==> src/hdl/llft_pkg.sv <==
`timescale 1ns / 1ps
// ---------------------------------------------------------------------------
// llft_pkg
// Shared widths, byte codes and register indexes of the line length filter.
// ---------------------------------------------------------------------------
package llft_pkg;

  localparam int BYTE_W         = 8;
  localparam int LEN_W          = 24;
  localparam int CFG_IDX_W      = 2;
  localparam int KEEP_CHARS_DEF = 60;
  localparam int DOT_COUNT      = 3;
  localparam int DOT_CNT_W      = 2;

  localparam logic [LEN_W-1:0]  LEN_MAX  = {LEN_W{1'b1}};
  localparam logic [BYTE_W-1:0] NEWLINE  = 8'd10;
  localparam logic [BYTE_W-1:0] DOT      = 8'd46;

  typedef enum logic [CFG_IDX_W-1:0] {
    REG_MIN_LEN = 2'd0,
    REG_MAX_LEN = 2'd1,
    REG_MAX_EN  = 2'd2
  } cfg_reg_t;

endpackage

==> src/hdl/llft_if.sv <==
`timescale 1ns / 1ps
// ---------------------------------------------------------------------------
// llft_if
// Valid/ready channels of the line length filter: input bytes, output bytes
// and the configuration write port.
// ---------------------------------------------------------------------------
interface llft_in_if;
  logic                          valid;
  logic                          ready;
  logic [llft_pkg::BYTE_W-1:0]   in_byte;

  modport source (output valid, output in_byte, input ready);
  modport sink   (input valid, input in_byte, output ready);
endinterface

interface llft_out_if;
  logic                          valid;
  logic                          ready;
  logic [llft_pkg::BYTE_W-1:0]   out_byte;
  logic                          last;

  modport source (output valid, output out_byte, output last, input ready);
  modport sink   (input valid, input out_byte, input last, output ready);
endinterface

interface llft_cfg_if;
  logic                           valid;
  logic                           ready;
  logic [llft_pkg::CFG_IDX_W-1:0] index;
  logic [llft_pkg::LEN_W-1:0]     data;

  modport source (output valid, output index, output data, input ready);
  modport sink   (input valid, input index, input data, output ready);
endinterface

==> src/hdl/llft_line_ram.sv <==
`timescale 1ns / 1ps
// ---------------------------------------------------------------------------
// llft_line_ram
// Line store: one write port, one read port with registered read data.
// ---------------------------------------------------------------------------
module llft_line_ram #(
  parameter int DEPTH = llft_pkg::KEEP_CHARS_DEF,
  parameter int AW    = (DEPTH > 1) ? $clog2(DEPTH) : 1
) (
  input  logic                        clk,
  input  logic                        wr_en,
  input  logic [AW-1:0]               wr_addr,
  input  logic [llft_pkg::BYTE_W-1:0] wr_data,
  input  logic                        rd_en,
  input  logic [AW-1:0]               rd_addr,
  output logic [llft_pkg::BYTE_W-1:0] rd_data
);

  logic [llft_pkg::BYTE_W-1:0] mem [DEPTH];

  always_ff @(posedge clk) begin
    if (wr_en) begin
      mem[wr_addr] <= wr_data;
    end
  end

  // hold read data until the next read
  always_ff @(posedge clk) begin
    if (rd_en) begin
      rd_data <= mem[rd_addr];
    end
  end

endmodule

==> src/hdl/line_length_filter_truncate_unit.sv <==
`timescale 1ns / 1ps
// ---------------------------------------------------------------------------
// line_length_filter_truncate_unit
// Keeps the head of each line in a line store, counts its length and on a
// newline replays a passing line (truncated, with "..." when long).
// ---------------------------------------------------------------------------
// Order: after a passing line's newline beat, S_DATA reads the line store into
//   its registered read data; the output register then takes the first beat.
// Throughput: one input byte per cycle while collecting a line; a passing line
//   blocks input until its newline beat is loaded; its head bytes leave at one
//   beat per cycle unless the output stalls, set by the single store read port.
// Reset: synchronous, clears length count, registers and handshake state; the
//   line store is not cleared, only entries of the current line are read.
module line_length_filter_truncate_unit #(
  parameter int KEEP_CHARS = llft_pkg::KEEP_CHARS_DEF
) (
  input  logic              clk,
  input  logic              rst,
  llft_in_if.sink           in_ch,
  llft_out_if.source        out_ch,
  llft_cfg_if.sink          cfg
);

  localparam int AW = (KEEP_CHARS > 1) ? $clog2(KEEP_CHARS) : 1;
  localparam int KW = $clog2(KEEP_CHARS + 1);
  localparam logic [llft_pkg::LEN_W-1:0] KEEP_LEN = llft_pkg::LEN_W'(KEEP_CHARS);
  localparam logic [KW-1:0] KEEP_K = KW'(KEEP_CHARS);

  typedef enum logic [1:0] {
    S_COLLECT,
    S_DATA,
    S_TAIL
  } state_t;

  state_t                              state;
  logic [llft_pkg::LEN_W-1:0]          line_length;
  logic [llft_pkg::LEN_W-1:0]          min_len;
  logic [llft_pkg::LEN_W-1:0]          max_len;
  logic                                max_enabled;
  logic [KW-1:0]                       kept;
  logic [KW-1:0]                       idx;
  logic                                long_line;
  logic                                rd_pending;
  logic [llft_pkg::DOT_CNT_W-1:0]      dots;
  logic                                out_valid;
  logic [llft_pkg::BYTE_W-1:0]         out_byte;
  logic                                out_last;

  logic                                in_acc;
  logic                                is_nl;
  logic                                out_free;
  logic                                out_load;
  logic                                pass;
  logic                                wr_en;
  logic                                rd_en;
  logic [llft_pkg::BYTE_W-1:0]         rd_data;

  assign in_acc   = in_ch.valid && in_ch.ready;
  assign is_nl    = (in_ch.in_byte == llft_pkg::NEWLINE);
  assign out_free = !out_valid || out_ch.ready;
  assign out_load = ((state == S_DATA) && rd_pending && out_free) ||
                    ((state == S_TAIL) && out_free);
  assign pass     = (line_length >= min_len) && !(max_enabled && (line_length > max_len));
  assign wr_en    = in_acc && !is_nl && (line_length < KEEP_LEN);
  assign rd_en    = (state == S_DATA) && (idx != kept) && (!rd_pending || out_free);

  assign in_ch.ready  = (state == S_COLLECT);
  assign cfg.ready    = 1'b1;
  assign out_ch.valid    = out_valid;
  assign out_ch.out_byte = out_byte;
  assign out_ch.last     = out_last;

  llft_line_ram #(
    .DEPTH (KEEP_CHARS),
    .AW    (AW)
  ) u_ram (
    .clk     (clk),
    .wr_en   (wr_en),
    .wr_addr (line_length[AW-1:0]),
    .wr_data (in_ch.in_byte),
    .rd_en   (rd_en),
    .rd_addr (idx[AW-1:0]),
    .rd_data (rd_data)
  );

  always_ff @(posedge clk) begin
    if (rst) begin
      state       <= S_COLLECT;
      line_length <= '0;
      min_len     <= '0;
      max_len     <= llft_pkg::LEN_MAX;
      max_enabled <= 1'b0;
      out_valid   <= 1'b0;
      rd_pending  <= 1'b0;
      idx         <= '0;
      kept        <= '0;
      long_line   <= 1'b0;
      dots        <= '0;
      out_last    <= 1'b0;
    end else begin
      if (cfg.valid && cfg.ready) begin
        case (cfg.index)
          llft_pkg::REG_MIN_LEN: min_len     <= cfg.data;
          llft_pkg::REG_MAX_LEN: max_len     <= cfg.data;
          llft_pkg::REG_MAX_EN:  max_enabled <= cfg.data[0];
          default: ;
        endcase
      end

      if (out_load) begin
        out_valid <= 1'b1;
      end else if (out_ch.ready) begin
        out_valid <= 1'b0;
      end

      case (state)
        S_COLLECT: begin
          if (in_acc) begin
            if (!is_nl) begin
              if (line_length != llft_pkg::LEN_MAX) begin
                line_length <= line_length + 1'b1;
              end
            end else begin
              line_length <= '0;
              if (pass) begin
                long_line  <= (line_length > KEEP_LEN);
                kept       <= (line_length > KEEP_LEN) ? KEEP_K : line_length[KW-1:0];
                idx        <= '0;
                rd_pending <= 1'b0;
                state      <= S_DATA;
              end
            end
          end
        end
        S_DATA: begin
          if (rd_pending && out_free) begin
            out_byte  <= rd_data;
            out_last  <= 1'b0;
          end
          rd_pending <= rd_en || (rd_pending && !out_free);
          if (rd_en) begin
            idx <= idx + 1'b1;
          end
          if ((idx == kept) && !rd_pending) begin
            dots  <= long_line ? llft_pkg::DOT_CNT_W'(llft_pkg::DOT_COUNT) : '0;
            state <= S_TAIL;
          end
        end
        S_TAIL: begin
          if (out_free) begin
            if (dots != '0) begin
              out_byte <= llft_pkg::DOT;
              out_last <= 1'b0;
              dots     <= dots - 1'b1;
            end else begin
              out_byte <= llft_pkg::NEWLINE;
              out_last <= 1'b1;
              state    <= S_COLLECT;
            end
          end
        end
        default: state <= S_COLLECT;
      endcase
    end
  end

endmodule

==> src/flat_wrapper.sv <==
// flat-port wrapper written by rule: the top's interface ports become plain ports
module line_length_filter_truncate_unit_flat 
#(
  parameter int KEEP_CHARS = llft_pkg::KEEP_CHARS_DEF
)
  (clk, rst, in_ch_valid, in_ch_in_byte, in_ch_ready, out_ch_valid, out_ch_out_byte, out_ch_last, out_ch_ready, cfg_valid, cfg_index, cfg_data, cfg_ready);
  llft_in_if in_ch_i ();
  llft_out_if out_ch_i ();
  llft_cfg_if cfg_i ();
  input  logic clk;
  input  logic rst;
  input wire logic [$bits(in_ch_i.valid)-1:0] in_ch_valid;
  input wire logic [$bits(in_ch_i.in_byte)-1:0] in_ch_in_byte;
  output wire logic [$bits(in_ch_i.ready)-1:0] in_ch_ready;
  output wire logic [$bits(out_ch_i.valid)-1:0] out_ch_valid;
  output wire logic [$bits(out_ch_i.out_byte)-1:0] out_ch_out_byte;
  output wire logic [$bits(out_ch_i.last)-1:0] out_ch_last;
  input wire logic [$bits(out_ch_i.ready)-1:0] out_ch_ready;
  input wire logic [$bits(cfg_i.valid)-1:0] cfg_valid;
  input wire logic [$bits(cfg_i.index)-1:0] cfg_index;
  input wire logic [$bits(cfg_i.data)-1:0] cfg_data;
  output wire logic [$bits(cfg_i.ready)-1:0] cfg_ready;
  assign in_ch_i.valid = in_ch_valid;
  assign in_ch_i.in_byte = in_ch_in_byte;
  assign in_ch_ready = in_ch_i.ready;
  assign out_ch_valid = out_ch_i.valid;
  assign out_ch_out_byte = out_ch_i.out_byte;
  assign out_ch_last = out_ch_i.last;
  assign out_ch_i.ready = out_ch_ready;
  assign cfg_i.valid = cfg_valid;
  assign cfg_i.index = cfg_index;
  assign cfg_i.data = cfg_data;
  assign cfg_ready = cfg_i.ready;
  line_length_filter_truncate_unit #(.KEEP_CHARS(KEEP_CHARS)) u_core (.clk(clk), .rst(rst), .in_ch(in_ch_i), .out_ch(out_ch_i), .cfg(cfg_i));
endmodule
==> config.mk <==
export PLATFORM = sky130hd
export DESIGN_NAME = line_length_filter_truncate_unit_flat
export DESIGN_NICKNAME = d
export VERILOG_FILES = /design/src/hdl/llft_pkg.sv /design/src/hdl/llft_if.sv /design/src/hdl/llft_line_ram.sv /design/src/hdl/line_length_filter_truncate_unit.sv /design/src/flat_wrapper.sv
export SDC_FILE = /design/constraint.sdc
export NUM_CORES = 1
export LEC_CHECK = 0
export ABC_AREA = 1
export BUFFER_PORTS_ARGS = -buffer_cell sky130_fd_sc_hd__buf_2
export CAP_MARGIN = 20
export CORE_ASPECT_RATIO = 1.4
export CORE_UTILIZATION = 39
export CTS_CLUSTER_SIZE = 24
export DETAILED_ROUTE_END_ITERATION = 10
export PLACE_DENSITY = 0.57
export SLEW_MARGIN = 20
export SYNTH_ARGS = -nofsm -noshare
export SYNTH_HDL_FRONTEND = slang
export SYNTH_SLANG_ARGS = --single-unit
==> constraint.sdc <==
create_clock -name clk -period 3.14 [get_ports clk]
set_clock_uncertainty 0.1 [all_clocks]
set_input_delay 0.157 -clock clk [delete_from_list [all_inputs] [get_ports clk]]
set_output_delay 0.157 -clock clk [all_outputs]
set_load 0.01 [all_outputs]
---- After elaboration in Yosys (flattened, before gate mapping) ----
Memories as Yosys holds them, arrays and structs flattened. A register that Yosys moved wholly into a read port is not among the register bits.
Index checks and enable logic that the tools add are counted.
operators by class
  $add $sub $neg .......................... 3
  multipliers ............................. 0
  divide/modulo/power cells ............... 0
  magnitude comparators ................... 4
  equal/unequal tests ..................... 17
  shift-type cells ........................ 0
  mux-type cells .......................... 36
  bitwise gates (word level) .............. 1
  reductions and logical operators ........ 40
operators with widths
  cell                                                                              number
  24-bit two-way mux                                                                2
  6-bit two-way mux                                                                 6
  24-bit by 1-bit adder with 24-bit output, second input constant                   1
  24-bit >= comparator                                                              1
  24-bit greater-than comparator                                                    1
  24-bit by 6-bit greater-than comparator with 1-bit output, second input constant  1
  24-bit by 6-bit less-than comparator with 1-bit output, second input constant     1
  24-bit != test, second input constant                                             1
  2-bit two-way mux                                                                 10
  8-bit two-way mux                                                                 2
  8-bit case mux with 2 select lines                                                1
  4-bit AND reduction                                                               4
  2-bit != test, second input constant                                              7
  1-bit logical AND                                                                 13
  6-bit case mux with 2 select lines                                                1
  1-bit two-way mux                                                                 10
  2-bit nonzero test                                                                5
  8-bit by 4-bit == test with 1-bit output, second input constant                   1
  6-bit by 1-bit adder with 6-bit output, second input constant                     1
  6-bit == test                                                                     1
  6-bit != test                                                                     1
  2-bit case mux with 3 select lines                                                1
  2-bit AND reduction                                                               3
  3-bit AND reduction                                                               2
  other kinds (12)                                                                  24
word-level totals
  bits in registers ....................... 101
  latch bits .............................. 0
  bits in writable memories ............... 480
  bits in read-only memories .............. 0
  word-level logic and storage cells ...... 115
  memories kept ........................... 1
memory list
  memory            words  width  rd ports  clocked after Yosys merged registers in  wr ports  RTL line             text
  u_core.u_ram.mem  60     8      1         1                                        1         llft_line_ram.sv:19  logic [llft_pkg::BYTE_W-1:0] mem [DEPTH];

---- Depth between registers and ports, before layout ----
  depth after elaboration ................. 8
  mapped depth ............................ 20
  mapped depth without buffers ............ 18

---- Modules after synthesis ----
Synthesis repeated with hierarchy kept, for this count alone.
unflattened totals
  cells, all modules ...................... 2603
  area total of the unflattened synthesis .. 26125.1 µm²
by module, submodules not included
  module                            instances  cells each  area an instance (µm²)  sequential area each (µm²)
  llft_line_ram                     1          1778        20248.2                 14654.1
  line_length_filter_truncate_unit  1          825         5876.9                  2102.0

---- Worst setup path before layout ----
Ideal clock, no wire load.
  path kind ............................... reg-to-reg
  from .................................... register u_core.state[1]
  to ...................................... memory u_core.u_ram.mem[16][0] in the netlist's numbering, enable pin
  library setup time ...................... 0.371 ns
  arrival time ............................ 1.744 ns
  required time ........................... 2.669 ns
  slack ................................... 0.926 ns
  cell stages (with the launch flop) ...... 8
  path buffers ............................ 0
  period minus slack after synthesis ...... 2.214 ns
  path through ............................ dfxtp_1 nor2_4 nand2_1 clkinv_1 nand3_1 nor3_4 nand4_1 nor2_1
on the way
  longest elaborated chain between the ends .. 6
ends and longest elaborated chain
  item                                     RTL line                                 text
  start: declaration                       line_length_filter_truncate_unit.sv:35   state_t state;
  start signal: assignment                 line_length_filter_truncate_unit.sv:88   state <= S_COLLECT;
  start signal: assignment                 line_length_filter_truncate_unit.sv:130  state <= S_DATA;
  start signal: assignment                 line_length_filter_truncate_unit.sv:146  state <= S_TAIL;
  2-bit logical NOT                        line_length_filter_truncate_unit.sv:67   assign in_ch.ready = (state == S_COLLECT);
  via in_ch_ready                          flat_wrapper.sv:14                       output wire logic [$bits(in_ch_i.ready)-1:0] in_ch_ready;
  1-bit logical AND                        line_length_filter_truncate_unit.sv:58   assign in_acc = in_ch.valid && in_ch.ready;
  1-bit logical AND (2 in series)          line_length_filter_truncate_unit.sv:64   assign wr_en = in_acc && !is_nl && (line_length < KEEP_LEN);
  1-bit two-way mux                        llft_line_ram.sv:22                      if (wr_en) begin
  1-bit two-way mux (not written as such)  llft_line_ram.sv:23                      mem[wr_addr] <= wr_data;
  end: declaration                         llft_line_ram.sv:19
The timed path passes the listed nets, and every way through them passes these cells.

---- Worst setup path after layout ----
  from .................................... register u_core.line_length[9] in the netlist's numbering
  to ...................................... memory u_core.u_ram.mem[7][0] in the netlist's numbering, enable pin
on the way
  longest elaborated chain between the ends .. 4
ends and longest elaborated chain
  item                                                    RTL line                                 text
  start: declaration                                      line_length_filter_truncate_unit.sv:36   logic [llft_pkg::LEN_W-1:0] line_length;
  start signal: assignment                                line_length_filter_truncate_unit.sv:121  line_length <= line_length + 1'b1;
  24-bit by 6-bit less-than comparator with 1-bit output  line_length_filter_truncate_unit.sv:64
  1-bit logical AND                                       line_length_filter_truncate_unit.sv:64
  1-bit two-way mux                                       llft_line_ram.sv:22
  1-bit two-way mux (not written as such)                 llft_line_ram.sv:23
No other way between the ends.

==> flow_summary.json <==
{
  "outcome": "finished clean",
  "timing.max_cap.violations": 0,
  "setup.worst_path.end_class": "flip-flop",
  "tritoncts_clock_tree": "yes",
  "critical_path_source_type": "flip-flop",
  "cp_max_fo": 8,
  "num_antenna_cells": 0,
  "r2r.worst_path.cells": 9,
  "synth-warning-count": 0,
  "cts_made_buffers": 53,
  "cts_root_buffer": "sky130_fd_sc_hd__clkbuf_16",
  "sequential_cell_area_um2": 16800,
  "grt.overflow.total": 0,
  "grt_start_max_net_pins": 100,
  "setup_viol": 0,
  "fraction_of_layout_instances_using_a_drive_strength_above_1": 0.119,
  "cts.clk_slew.worst_paths_ns": 0.06,
  "synth_largest_type_area_fraction": 0.593,
  "finalHoldViolations": 0,
  "dp_hpwl_mm": 45.5,
  "fp.dieArea_um2": 65500,
  "count_of_antenna_violating_nets_left_after_detailed_routing": 0,
  "grt_pass1_wl_mm": 106,
  "grt_antenna_before_repair": 0,
  "vias_per_cell": 5.37,
  "timing.final.crit_share": 0.947,
  "synth-edff-count": 496,
  "hold_path_class": "in2reg",
  "die_height_um": 302,
  "ys_async_sr_fraction": 0,
  "port-buffer-count": 49,
  "timing.setup.critical_path_class": "reg2reg",
  "grt.total_usage": 0.214,
  "io-pin-count": 51,
  "clock_insertion_delay_worst_skew_ns": 0.60,
  "worstPathArrival_ns": 3.17,
  "synthDistinctLibCells": 42,
  "cts_num_sinks": 589,
  "initial_util": 0.396,
  "ys_ff_latch": 589,
  "worst_slew_pin_slew_ns": 1.06,
  "fp.coreArea_um2": 63400,
  "seq_area_frac_synth": 0.667,
  "area_growth_pct": 15.4,
  "via_count": 17800,
  "placementRows": 109,
  "footprint_of_the_multi_input_gates_um2": 7280,
  "top_cells_by_instance_count_after_synthesis": "sky130_fd_sc_hd__edfxtp_1 (496), sky130_fd_sc_hd__nor2_1 (415), sky130_fd_sc_hd__o21ai_0 (291)",
  "fin_hold_ws_ns": 0.108,
  "dr.pass1.iters": 5,
  "nFillCells": 5865,
  "number_of_global_route_vias_before_repair": 17800,
  "die_width_um": 217,
  "timing.final.crit_period_ns": 2.97,
  "numPlacedInstances": 3177,
  "total_number_of_nets_in_the_final_design": 2524,
  "final_cell_count_no_fill": 3310,
  "power.density_cell_area_nw_per_um2": 550,
  "synthCells": 2293,
  "worst_slew_margin_rel": 0.293,
  "tns_ns": 0,
  "p_total_mw": 15.9,
  "final_max_slew_viol_count": 0,
  "drt-wirelength-per-cell_um": 21.1,
  "drcViolationCount": 0,
  "gp_weighted_congestion": 0.891,
  "p_leak_nw": 10.3,
  "synth_most_common_cell": "sky130_fd_sc_hd__edfxtp_1",
  "netlist.top_cell.by_area": "sky130_fd_sc_hd__edfxtp_1",
  "detail_route.iter0.violations": 1419,
  "postSynthAreaPerCell_um2": 11.0,
  "power.ir.vdd_worst_mv": 0.464,
  "maxClockFrequency_ghz": 0.336,
  "mappedNetlistNets": 2384,
  "hold_path_depth": 4,
  "synth.area.top_cells": "sky130_fd_sc_hd__edfxtp_1 (59%), sky130_fd_sc_hd__dfxtp_1 (7.4%), sky130_fd_sc_hd__nor2_1 (6.2%)",
  "ctsLongestPathBuffers": 3,
  "synth_ff_type": "sky130_fd_sc_hd__edfxtp_1",
  "cts-htree-levels": 2,
  "syn-cell-area_um2": 25100,
  "rsz0062_at_grt": "false",
  "timing.critical_path.required_ns": 3.34,
  "detail_route.wirelength_mm": 69.8
}
-- path summary, 6_finish.rpt --
path	start	to	slack, ns
max	u_core.line_length[9]$_SDFFE_PP0P_	u_core.u_ram.mem[7][0]$_DFFE_PP_	0.17
min	out_ch_ready	u_core.out_ch.valid$_SDFFE_PP0P_	0.11
max reg2reg	u_core.line_length[9]$_SDFFE_PP0P_	u_core.u_ram.mem[7][0]$_DFFE_PP_	0.17
min reg2reg	u_core.max_enabled$_SDFFE_PP0P_	u_core.max_enabled$_SDFFE_PP0P_	0.35
-- worst max-delay path, cell delays in order, from the launching register on --
cell,delay (ns)
sky130_fd_sc_hd__dfxtp_1,0.36
sky130_fd_sc_hd__inv_1,0.13
sky130_fd_sc_hd__nand2_1,0.07
sky130_fd_sc_hd__nor3_1,0.36
sky130_fd_sc_hd__nand4_1,0.36
sky130_fd_sc_hd__nor3_4,0.33
sky130_fd_sc_hd__buf_4,0.17
sky130_fd_sc_hd__nand3_1,0.34
sky130_fd_sc_hd__nor2_1,0.24
sky130_fd_sc_hd__buf_4,0.22
-- per-layer routing --
metal | vias up | GRT usage | share of wire
met3 | 143 | 0.0203 | 0.043
met4 | 0 | 0.102 | 0.046
met2 | 543 | 0.396 | 0.52
met1 | 8663 | 0.246 | 0.39
li1 | 8425 | - | -
met5 | - | 0 | 0
-- cell type report --
cell class                 instances  area share
inverter                         139      0.0182
multi-input combinational       1439       0.251
timing repair buffer             211      0.0557
tap                              832      0.0359
clock buffer                      68      0.0498
sequential                       589       0.578
clock inverter                    32      0.0111
-- placed cells by master (no fill, tap or decap), types with 14 or more instances in the layout --
cell type	instances
sky130_fd_sc_hd__a21oi_1	79
sky130_fd_sc_hd__buf_2	49
sky130_fd_sc_hd__buf_4	125
sky130_fd_sc_hd__clkbuf_16	55
sky130_fd_sc_hd__clkinv_2	14
sky130_fd_sc_hd__dfxtp_1	90
sky130_fd_sc_hd__dlygate4sd3_1	31
sky130_fd_sc_hd__edfxtp_1	496
sky130_fd_sc_hd__ha_1	52
sky130_fd_sc_hd__inv_1	129
sky130_fd_sc_hd__nand2_1	261
sky130_fd_sc_hd__nand3_1	80
sky130_fd_sc_hd__nand4_1	26
sky130_fd_sc_hd__nor2_1	414
sky130_fd_sc_hd__nor3_1	29
sky130_fd_sc_hd__o211ai_1	60
sky130_fd_sc_hd__o21ai_0	291
sky130_fd_sc_hd__o221ai_1	26
sky130_fd_sc_hd__o22ai_1	65
-- flip-flops by register name, summed over array words and instances (netlist names), 2 cells and up --
name and flops:
u_core.state 2, u_core.line_length 24, u_core.min_len 24, u_core.out_ch.out_byte 8, u_core.dots 2, u_core.u_ram.rd_data 8
u_core.idx 6, u_core.kept 6, u_core.max_len 24, u_core.u_ram.mem 480
-- power breakdown --
part | leakage (nW) | internal [mW] | total, mW | switching, mW
clock | 0.858 | 3.76 | 6.65 | 2.89
combinational | 4.26 | 0.196 | 0.718 | 0.521
sequential | 5.22 | 8.54 | 8.57 | 0.0314
-- timing repair --
action,in CTS,in global routing
setup buffers,0,2
setup endpoints to repair,0,64
gates resized for setup,0,1
hold buffers,31,0
hold endpoints to repair,78,0
-- per-stage QoR --
stage                     utilization  setup slack [ns]  instance area [um^2]
final                           0.457             0.168                 29000
after global routing            0.457           0.00151                 29000
after CTS                       0.457             0.193                 29000
after detailed placement        0.424             0.198                 26900
after global placement          0.424             0.213                 26900
after floorplan                     -             0.926                 25100
-- cells by family after synthesis --
kind of cell / Yosys count / share of synthesized area
other: 1 / 0.000149
xor gates and xnor gates: 14 / 0.00488
adders and majority gates: 52 / 0.0259
DFF: 589 / 0.667
AOI/OAI and AO/OA: 538 / 0.122
and+or+nand+nor: 834 / 0.137
buffers and inverters: 265 / 0.0438
(Power assumes the default switching activity.)
